### src/hdl/spq_pkg.sv
// Shared types and codes for the sphere point query solver.
`timescale 1ns / 1ps

package spq_pkg;

   typedef enum logic [1:0] {
      OP_INSIDE  = 2'd0,
      OP_SOLVE_X = 2'd1,
      OP_SOLVE_Y = 2'd2,
      OP_SOLVE_Z = 2'd3
   } op_type;

   typedef enum logic [1:0] {
      CSR_CENTER_X = 2'd0,
      CSR_CENTER_Y = 2'd1,
      CSR_CENTER_Z = 2'd2,
      CSR_RADIUS   = 2'd3
   } csr_index_type;

   localparam int unsigned CSR_INDEX_WIDTH = 2;

   typedef struct packed {
      logic   valid;
      op_type op;
      logic   neg;
      logic   in_sphere;
      logic   pos;
   } meta_type;

endpackage

### src/hdl/spq_sqrt_cell.sv
// One cell of the square root chain: settles a single root bit.
`timescale 1ns / 1ps

module spq_sqrt_cell #(
   parameter int RW  = 46,
   parameter int QW  = 23,
   parameter int BIT = 0
) (
   input  logic              clock,
   input  logic              reset,
   input  logic              advance,
   input  spq_pkg::meta_type prev_meta,
   input  logic [RW-1:0]     prev_rem,
   input  logic [QW-1:0]     prev_root,
   output spq_pkg::meta_type meta,
   output logic [RW-1:0]     rem,
   output logic [QW-1:0]     root
);

   spq_pkg::meta_type meta_ff;
   logic [RW-1:0]     rem_ff, rem_in;
   logic [QW-1:0]     root_ff, root_in;
   logic [RW:0]       trial;
   logic              take;

   // The trial value is (root + 2^BIT)^2 - root^2 with the higher root bits in place.
   assign trial = ((RW+1)'(prev_root) << (BIT + 1)) | ((RW+1)'(1) << (2 * BIT));
   assign take  = {1'b0, prev_rem} >= trial;

   assign rem_in  = take ? (prev_rem - trial[RW-1:0]) : prev_rem;
   assign root_in = take ? (prev_root | (QW'(1) << BIT)) : prev_root;

   always_ff @(posedge clock) begin
      if (reset) begin
         meta_ff.valid <= 1'b0;
      end else if (advance) begin
         meta_ff <= prev_meta;
         rem_ff  <= rem_in;
         root_ff <= root_in;
      end
   end

   assign meta = meta_ff;
   assign rem  = rem_ff;
   assign root = root_ff;

endmodule

### config.mk
export PLATFORM = sky130hd
export DESIGN_NAME = spq_sqrt_cell
export DESIGN_NICKNAME = d
export VERILOG_FILES = /design/src/hdl/spq_pkg.sv /design/src/hdl/spq_sqrt_cell.sv
export SDC_FILE = /design/constraint.sdc
export NUM_CORES = 1
export LEC_CHECK = 0
export BUFFER_PORTS_ARGS = -buffer_cell sky130_fd_sc_hd__buf_2
export CORE_UTILIZATION = 51
export DETAILED_ROUTE_END_ITERATION = 8
export PLACE_DENSITY = 0.85
export SLEW_MARGIN = 20
export SYNTH_ARGS = -nofsm -noshare
export SYNTH_HDL_FRONTEND = slang
export SYNTH_SLANG_ARGS = --single-unit
export TNS_END_PERCENT = 5
### constraint.sdc
create_clock -name clock -period 5.7 [get_ports clock]
set_input_delay 0.285 -clock clock [delete_from_list [all_inputs] [get_ports clock]]
set_output_delay 0.285 -clock clock [all_outputs]
set_load 0.1 [all_outputs]
# After elaboration in Yosys (flattened, before gate mapping)
# Index checks and enable logic that the tools add are counted.
[classes] muxes=1 addsub=1 n_reduce_logical=1 bitwise=1 magnitude_cmp=1
[ops] cell="$ge A46 B24 Y1" n=1
[ops] cell="$mux W46" n=1
[ops] cell="$sub A46 B24 Y46" n=1
[ops] cell="$reduce_and A2 Y1" n=1
[ops] cell="$not A1 Y1" n=1
[totals] wordCells=13 register_bits=75 out_inout_bits=75

# Depth between registers and ports, before layout
# Gate-level depths: netlist of run 1.
[depth] depth_word=2 mapped_depth=13

# Worst setup path after synthesis of run 1
# Ideal clock, no wire load.
[synth_timing] path_type="input -> register" startpoint="in reset" endpoint="reg meta_ff (netlist bit meta[0]), enable pin" setup_time_ps=517 path_slack_ps=1596 arrival_time_ps=3587 path_stages=1 required_ps=5183 n_path_buf=0 cell_sequence="nor2b_1"
[synth_between] elab_chain_cells=2
[synth_rtl] item="from (decl)" line_no="spq_sqrt_cell.sv:10" source="input logic reset,"
[synth_rtl] item="$not A1 Y1 (no line)"
[synth_rtl] item="$reduce_and A2 Y1 (no line)"
[synth_rtl] item="to (signal assigned)" line_no="spq_sqrt_cell.sv:37" source="meta_ff <= prev_meta;"
[synth_rtl] item="to (decl)" line_no="spq_sqrt_cell.sv:20" source="spq_pkg::meta_type meta_ff;"
# Every way passes these cells.
# A chain may end at the register's enable or synchronous reset.

# Worst setup path in the final report of run 1
[layout_timing] startpoint="in prev_root[6]" endpoint="reg rem_ff[31], in the netlist rem[31], data pin"
[layout_between] elab_chain_cells=2 elab_cells_between_ends=3 cone_classes="add/sub: 1; order compare: 1; mux: 1"
[layout_rtl] item="from (decl)" line_no="spq_sqrt_cell.sv:14" source="input logic [QW-1:0] prev_root,"
[layout_rtl] item="$sub A46 B24 Y46 or $ge A46 B24 Y1 (tied branches)" line_no="spq_sqrt_cell.sv:30, spq_sqrt_cell.sv:28"
[layout_rtl] item="$mux W46 (*)" line_no="spq_sqrt_cell.sv:30" source="assign rem_in = take ? (prev_rem - trial[RW-1:0]) : prev_rem;"
[layout_rtl] item="named net rem_in[31]" line_no="spq_sqrt_cell.sv:21" source="logic [RW-1:0] rem_ff, rem_in;"
[layout_rtl] item="to (signal assigned)" line_no="spq_sqrt_cell.sv:38" source="rem_ff <= rem_in;"
[layout_rtl] item="to (decl)" line_no="spq_sqrt_cell.sv:21"
# Mark *: on every way through the listed nets, which the timed path passes. The rest lies on a longest branch.

==> metrics.txt, run 1 <==
Comb pwr share between 30 and 40%; worst skew pair latency roughly 0.34 ns; Root Driver clkbuf_8; GP Congestion roughly 0.9; clk_skew 0 ns; most common cell after layout, fill and taps aside buf_2; area delta synth->final 22.8%; Detailed Routing Iterations Pass 1 5; CTS tree done; area of the multi-input gates about 2200 um^2; WL per Instance ~16 um; die area between 9000 and 10,000 um^2; max cap viols 0; drt total wl ~11,000 um; H-tree depth 3; EDFF count, synth 74; Final TNS setup 0 ns; CP arrival slightly above 3 ns; Hold Violations, Final 0; crit path max fanout 22; Sequential Area 2240 um^2; post-synth top area share about half; async set-reset flop share out of synthesis 0%; drt via density 5.52; setup violators final 0; Max Clock Freq between 300 and 400 MHz; vias roughly 3,700; CP required ~5.8 ns; Hold Path Cell Cnt 1; switching share of power 39.4%; number of global-route vias before repair ~3,700; GR Util All Layers 22.7%; min setup slack post-route between 2 and 3 ns; Mapped Area about 4600 um^2; Post-Syn Area per Cell approximately 11 um^2; crit path time final about 3 ns; worst reg-to-reg path cell count 2; HPWL after detailed placement between 8000 and 9000 um; LEAKAGE between 2 and 2.5 nW; total power draw about 1.7 mW; pin count of the biggest net entering global routing 75; initial antenna violation count 0; Initial Util a little over half; Hold Crit Class in -> reg; DRC violations left 0; # rows 34; crit path kind in -> reg; Top FF cell, synth edfxtp_1; peak supply drop around 0.14 mV; TritonCTS Buffers 9; endpoint class of the critical path flop; CP peak stage delay 0.54 ns; Antenna diodes 0; clock power share 26.1%; CP max-delay cell o21ai_2; Synth area leaders edfxtp_1, ha_1, xor2_1; first-pass GRT wire length between 15,000 and 20,000 um; Die Span Y roughly 97 um; post-synth cell types 64; status complete, no violations; sequential fraction of the synthesis area between 40% and 50%; grt ovf 0; fin nets around 670; RSZ-0062 raised after global routing no; initial DRC count around 190; worst slew pin tran ~0.94 ns; CTS clock-pin slew for the worst setup and hold paths around 0.09 ns; layout cell share with drive strength beyond 1 between 30% and 40%; Slew headroom about 37%; FF+latch count, synth between 70 and 80; Die X 97.2 um; syn nets between 500 and 600; Post-CTS Hold Fix Bufs 0; Synth area leader edfxtp_1; post-CTS resize count 0; WHS roughly 0.1 ns; period utilisation layout a little over half; crit start category primary input; # IOs 153; sequential power share around two fifths; PortBufs between 150 and 200; CTS Sinks 75; YS warnings 0; P_sw a little under 0.7 mW; Core Area slightly below 9000 um^2; P per Cell Area around 310 nW/um^2; postcts setup bufs 0; most frequent cells in the layout buf_2, edfxtp_1, nor2_1; Int Pwr 1.06 mW; fillers 670; Synth Instances ~410; crit-path cells buf_2 > inv_1 > ha_1 > o21ai_0 > or2_2 > nor2_1 > a221o_1 > a31oi_4 > o21ai_2 > buf_4 > o2111ai_1 > o2bb2ai_1; DRT antenna net count 0; Setup WS pre-CTS 2.35 ns; CTS max path bufs 2; Final Max Tran Viols 0
-- metrics by stage --
stage / cells / utilization, % / area, um^2
2_1_floorplan: 414 / - / 4620
3_3_place_gp: 663 / 62.3 / 5460
3_5_place_dp: 663 / 62.3 / 5460
4_1_cts: 679 / 64.8 / 5680
5_1_grt: 679 / 64.8 / 5680
6_report: 679 / 64.8 / 5680
-- critical path, delay by kind of cell --
family / cells / cell delay [ns]
fa+ha+maj: 1 / 0.37
simple gates: 2 / 0.41
compound gates: 6 / 1.51
buf+inv: 3 / 0.50
-- per-layer routing --
| layer | up-vias | part of all wire (%) | track usage, % |
|---|---|---|---|
| met1 | 1749 | 43 | 28.9 |
| met4 | 0 | 2.2 | 7.92 |
| li1 | 1835 | - | - |
| met5 | - | 0 | 0 |
| met3 | 24 | 6.3 | 6.12 |
| met2 | 138 | 49 | 37.2 |
-- synthesized netlist by cell type, drive strengths merged (5+ instances only) --
cell type	count
o21ai	19
a21oi	37
or3	5
xnor2	14
nand4	7
xor2	28
ha	24
edfxtp	74
buf	5
nand2	17
nor3	14
nor4	9
clkbuf	8
nor2	39
inv	30
nand3	10
nand2b	5
nor2b	5
a21o	10
-- final timing paths --
kind              slack (ns)          from      end
hold reg to reg         0.52       meta[5]  meta[5]
setup / recovery        2.70  prev_root[6]  rem[31]
hold / removal           0.1  prev_meta[1]  meta[1]
setup reg to reg        5.11       meta[5]  meta[5]
-- final cells by class --
class / count / share of cell area (%)
Multi-Input combinational cell: 296 / 38.6
Timing Repair Buffer: 154 / 13.7
Inverter: 30 / 1.98
Tap cell: 108 / 2.38
Clock inverter: 5 / 1.37
Clock buffer: 11 / 2.49
Sequential cell: 75 / 39.5
-- power groups by stage --
| stage | Clock [mW] | Combinational, mW | Sequential, mW |
|---|---|---|---|
| after detailed placement | 0 | 0.615 | 0.686 |
| final | 0.456 | 0.618 | 0.674 |
| after floorplan | 0 | 0.178 | 1.01 |
| after global routing | 0.487 | 0.648 | 0.678 |
| after global placement | 0 | 0.606 | 0.685 |
| after CTS | 0.464 | 0.617 | 0.674 |
-- cells by family after synthesis --
| family | share of synthesized area [%] |
|---|---|
| compound gates | 15.3 |
| fa+ha+maj | 6.93 |
| flops | 48.5 |
| buf+inv | 4.19 |
| mux | 0.460 |
| xor+xnor | 7.96 |
| simple gates | 16.6 |
-- state kept, by name, indices dropped and copies added, names as in the netlist --
register,flops
rem,46
root,23
meta,6
No activity file was read; power rests on OpenSTA's default activity.
==> run 2, diff against run 1 <==
--- a/config.mk
+++ b/config.mk
@@ -6,9 +6,9 @@
 export NUM_CORES = 1
 export LEC_CHECK = 0
 export BUFFER_PORTS_ARGS = -buffer_cell sky130_fd_sc_hd__buf_2
-export CORE_UTILIZATION = 51
+export CORE_UTILIZATION = 46
 export DETAILED_ROUTE_END_ITERATION = 8
-export PLACE_DENSITY = 0.85
+export PLACE_DENSITY = 0.81
 export SLEW_MARGIN = 20
 export SYNTH_ARGS = -nofsm -noshare
 export SYNTH_HDL_FRONTEND = slang
==> constraint.sdc (replaced) <==
create_clock -name clock -period 2.6 [get_ports clock]
set_input_delay 0.13 -clock clock [delete_from_list [all_inputs] [get_ports clock]]
set_output_delay 0.13 -clock clock [all_outputs]
set_load 0.1 [all_outputs]
==> metrics.txt, run 2 (synthesis results as in run 1) <==
Max Clock Freq 404 MHz; max reg flops 46; Root Driver clkbuf_8; CP max-delay cell a221o_1; GP Congestion around 0.9; met2 wire len just over 6000 um; TritonCTS Buffers 9; Worst Hold End meta[5]; Antenna diodes 0; WL per Instance 15.2 um; die area about 10,000 um^2; R2R Setup Slk 2.02 ns; M1 wire length around 4800 um; pin count of the biggest net entering global routing 75; Detailed Routing Iterations Pass 1 5; max layer used met4; CTS max path bufs 2; CP required 2.68 ns; Core Area between 9000 and 10,000 um^2; Reg2Reg Launch Point meta[5]; fin nets 745; Hold Crit Class in -> reg; Die Span Y 102 um; # IOs ~150; Hold Path Cell Cnt 3; hold wc startpoint prev_meta[5]; Slew headroom 66.5%; P per Cell Area ~580 nW/um^2; FF-to-FF End meta[5]; crit start category primary input; clk_skew 0 ns; CP arrival approximately 2.6 ns; first-pass GRT wire length between 15,000 and 20,000 um; Die X about 100 um; most frequent cells in the layout buf_2, edfxtp_1, buf_4; Hold Violations, Final 0; max cap viols 0; CTS Sinks 75; vias a little over 4,000; initial antenna violation count 1; CTS tree done; DRT antenna net count 0; Initial Util 47.3%; area delta synth->final 37.1%; drt via density between 5 and 6; layout cell share with drive strength beyond 1 between 30 and 40%; setup violators final 0; period utilisation layout a little over nine tenths; WL met3 just over 700 um; WHS around 0.022 ns; Setup WS pre-CTS -0.284 ns; LEAKAGE 2.75 nW; status complete, no violations; GR Util All Layers between 20 and 25%; RSZ-0062 raised after global routing yes; # rows 36; initial DRC count around 190; endpoint class of the critical path flop; crit path time final approximately 2.5 ns; PortBufs 152; crit path kind in -> reg; Final Max Tran Viols 0; CP peak stage delay around 0.47 ns; number of global-route vias before repair approximately 4,000; most common cell after layout, fill and taps aside buf_2; crit-path cells buf_2 > ha_1 > buf_4 > o211a_1 > o31ai_2 > nand2_1 > a221o_1 > a31oi_4 > o22ai_4 > nor4_1 > xor2_1; worst slew pin tran around 0.5 ns; CTS clock-pin slew for the worst setup and hold paths ~0.07 ns; worst skew pair latency ~0.34 ns; H-tree depth 3; DRC violations left 0; crit path max fanout 9; drt total wl ~12,000 um; grt ovf 0; HPWL after detailed placement around 8800 um; min setup slack post-route 0.126 ns; peak supply drop approximately 0.33 mV; worst reg-to-reg path cell count 2
==> run 2: routing by layer <==
layer  track usage [%]  vias up
li1                  -     1992
met1              26.4     1880
met2              41.5      158
met3              5.20       19
met4              8.35        0
met5                 0        -
==> run 2: cell type report <==
type                    count  area [um^2]
repair buffers            229         1450
clock buffers              12          135
well taps                 133          166
flip-flops and latches     75         2240
inverters                  30          113
clock inverters             1         3.75
multi-input cells         297         2230
fillers                   824         3440
==> run 2: stage by stage <==
step | utilization [%] | instance area (um^2) | power (mW) | setup TNS, ns | instances
after floorplan | - | 4630 | 2.60 | 0 | 414
after global placement | 60.2 | 5880 | 2.91 | -3.03 | 735
after detailed placement | 60.2 | 5880 | 2.93 | -5.68 | 735
after CTS | 64.5 | 6300 | 3.69 | 0 | 776
after global routing | 64.8 | 6340 | 3.83 | -0.0631 | 777
final | 64.8 | 6340 | 3.67 | 0 | 777
==> run 2: worst max path at each step <==
stage / start / end / slack (ns) / depth (start not counted)
floorplan: prev_root[1] / rem[44] / 0.09 / 10
global placement: prev_rem[2] / rem[28] / -0.17 / 11
detailed placement: prev_root[1] / rem[26] / -0.28 / 11
CTS: prev_root[22] / rem[39] / 0.02 / 12
global route: prev_root[2] / rem[26] / -0.03 / 12
finish: prev_rem[3] / rem[26] / 0.13 / 11
==> run 2: repair_timing <==
item                                   in CTS  in global routing
hold buffers                               28                  0
buffers inserted                            0                  0
setup endpoints to repair                   0                 17
gates resized for setup                     0                  5
endpoints found under the hold margin      28                  0
==> run 2: worst max-delay path: cells and delay by family <==
kind	cells	cell delay [ns]
adders and majority gates	1	0.36
xor gates and xnor gates	1	0.11
and+or+nand+nor	2	0.47
buffers and inverters	2	0.27
AOI/OAI and AO/OA	5	1.22
==> run 2: report_power, final <==
| group | total (mW) | switching [mW] | internal, mW |
|---|---|---|---|
| Sequential | 1.48 | 0.0229 | 1.46 |
| Combinational | 1.47 | 1.08 | 0.389 |
| Clock | 0.725 | 0.396 | 0.329 |
| Total | 3.67 | 1.50 | 2.17 |
==> run 3, diff against run 2 <==
--- a/config.mk
+++ b/config.mk
@@ -9,6 +9,7 @@
 export CORE_UTILIZATION = 46
 export DETAILED_ROUTE_END_ITERATION = 8
 export PLACE_DENSITY = 0.81
+export RECOVER_POWER = 50
 export SLEW_MARGIN = 20
 export SYNTH_ARGS = -nofsm -noshare
 export SYNTH_HDL_FRONTEND = slang
==> metrics.txt, run 3 (synthesis results as in run 1) <==
initial antenna violation count 1; number of global-route vias before repair 4,017; TritonCTS Buffers 9; Die X around 100 um; postcts setup bufs 0; # IOs about 150; worst slew pin tran about 1.9 ns; placed insts roughly 740; first-pass GRT wire length approximately 18,000 um; Die Span Y ~100 um; endpoint class of the critical path flop; WHS 0.0214 ns; HPWL after detailed placement 8790 um; hold wc startpoint prev_meta[5]; drt via density roughly 5.2; Final TNS setup 0 ns; Final Max Tran Viols 75; peak supply drop approximately 0.33 mV; Initial Util between 40% and 50%; Non-Filler Cell Area, Final 6220 um^2; GRT Max-Usage Layer met2; CTS Sinks 75; most common cell after layout, fill and taps aside clkbuf_1; clk_skew 0 ns; area delta synth->final 34.5%; WL per Instance ~15 um; setup violators final 0; Core Area ~9800 um^2; Crit. Startpoint prev_rem[3]; fin nets roughly 750; CP arrival about 2.6 ns; drt total wl around 12,000 um; GP Congestion 0.891; crit path kind in -> reg; grt ovf 0; crit start category primary input; # rows 36; CTS tree done; CTS max path bufs 2; dpl cell area between 5000 and 6000 um^2; Hold Crit Class in -> reg; Max Clock Freq between 400 and 500 MHz; GR Util All Layers a little under a quarter; LEAKAGE 2.51 nW; period utilisation layout 95.9%; max cap viols 1; met3 GRT Util around 5.2%; crit path max fanout 9; layout cell share with drive strength beyond 1 between 20% and 30%; most frequent cells in the layout clkbuf_1, edfxtp_1, buf_2; M2 GR Usage between 40% and 50%; vias 4,056; CTS clock-pin slew for the worst setup and hold paths 0.07 ns; failing checks max-capacitance violations, max-slew violations; Hold Violations, Final 0; P per Cell Area slightly below 600 nW/um^2; crit path time final between 2 and 2.5 ns; DRC violations left 0; Slew headroom -23.4%; Setup WS pre-CTS -0.284 ns; RSZ-0062 raised after global routing yes; post-layout util a little under two thirds; DRT antenna net count 0; total power draw 3.65 mW; status finished with violations; fin cells 777; max reg flops between 40 and 50; Reg2Reg Launch Point meta[5]; die area between 10,000 and 15,000 um^2; Root Driver clkbuf_8; GR Util met1 26.4%; PortBufs roughly 150; H-tree depth 3; min setup slack post-route around 0.11 ns; Antenna diodes 0; pin count of the biggest net entering global routing 75; initial DRC count 193; CP required 2.68 ns; Detailed Routing Iterations Pass 1 5; worst skew pair latency between 0.3 and 0.4 ns
## run 3: changes by cell type in the layout (fill, tap and decap cells not counted), sizes merged
cell    delta
clkbuf    +86
buf       -86
## run 3: where the power goes
group / internal [mW] / switching (mW) / leakage (nW)
sequential: 1.46 / 0.0259 / 0.705
clock: 0.329 / 0.395 / 0.0698
combinational: 0.358 / 1.08 / 1.73
## run 3: path summary, 6_finish.rpt
path	depth (start not counted)	slack, ns	end
min	3	0.02	meta[5]
max reg2reg	2	2.02	meta[5]
min reg2reg	2	0.50	meta[5]
max	11	0.11	rem[26]
## run 3: worst max-delay path, stage by stage
cell and delay, ns:
buf_2 0.11, ha_1 0.36, buf_4 0.16, o211a_1 0.23, o31ai_2 0.08, nand2_1 0.09
a221o_1 0.47, a31oi_4 0.26, o22ai_4 0.18, nor4_1 0.40, xor2_1 0.11
## run 3: area by class of cell
class,instances,area (um^2)
tap,133,166
clock inverter,1,3.75
multi-input combinational,297,2230
inverter,30,113
timing repair buffer,229,1330
sequential,75,2240
fill,876,3560
clock buffer,12,135
## run 3: timing repair
| item | in CTS | in global routing |
|---|---|---|
| hold buffers | 28 | 0 |
| gates resized for setup | 0 | 5 |
| endpoints found under the setup margin | 0 | 17 |
| endpoints found under the hold margin | 28 | 0 |
## run 3: routing by layer
metal	up-vias	share of wire [%]
met5	-	0
met4	0	2.1
met3	19	6.1
met2	169	51
met1	1876	40
li1	1992	-
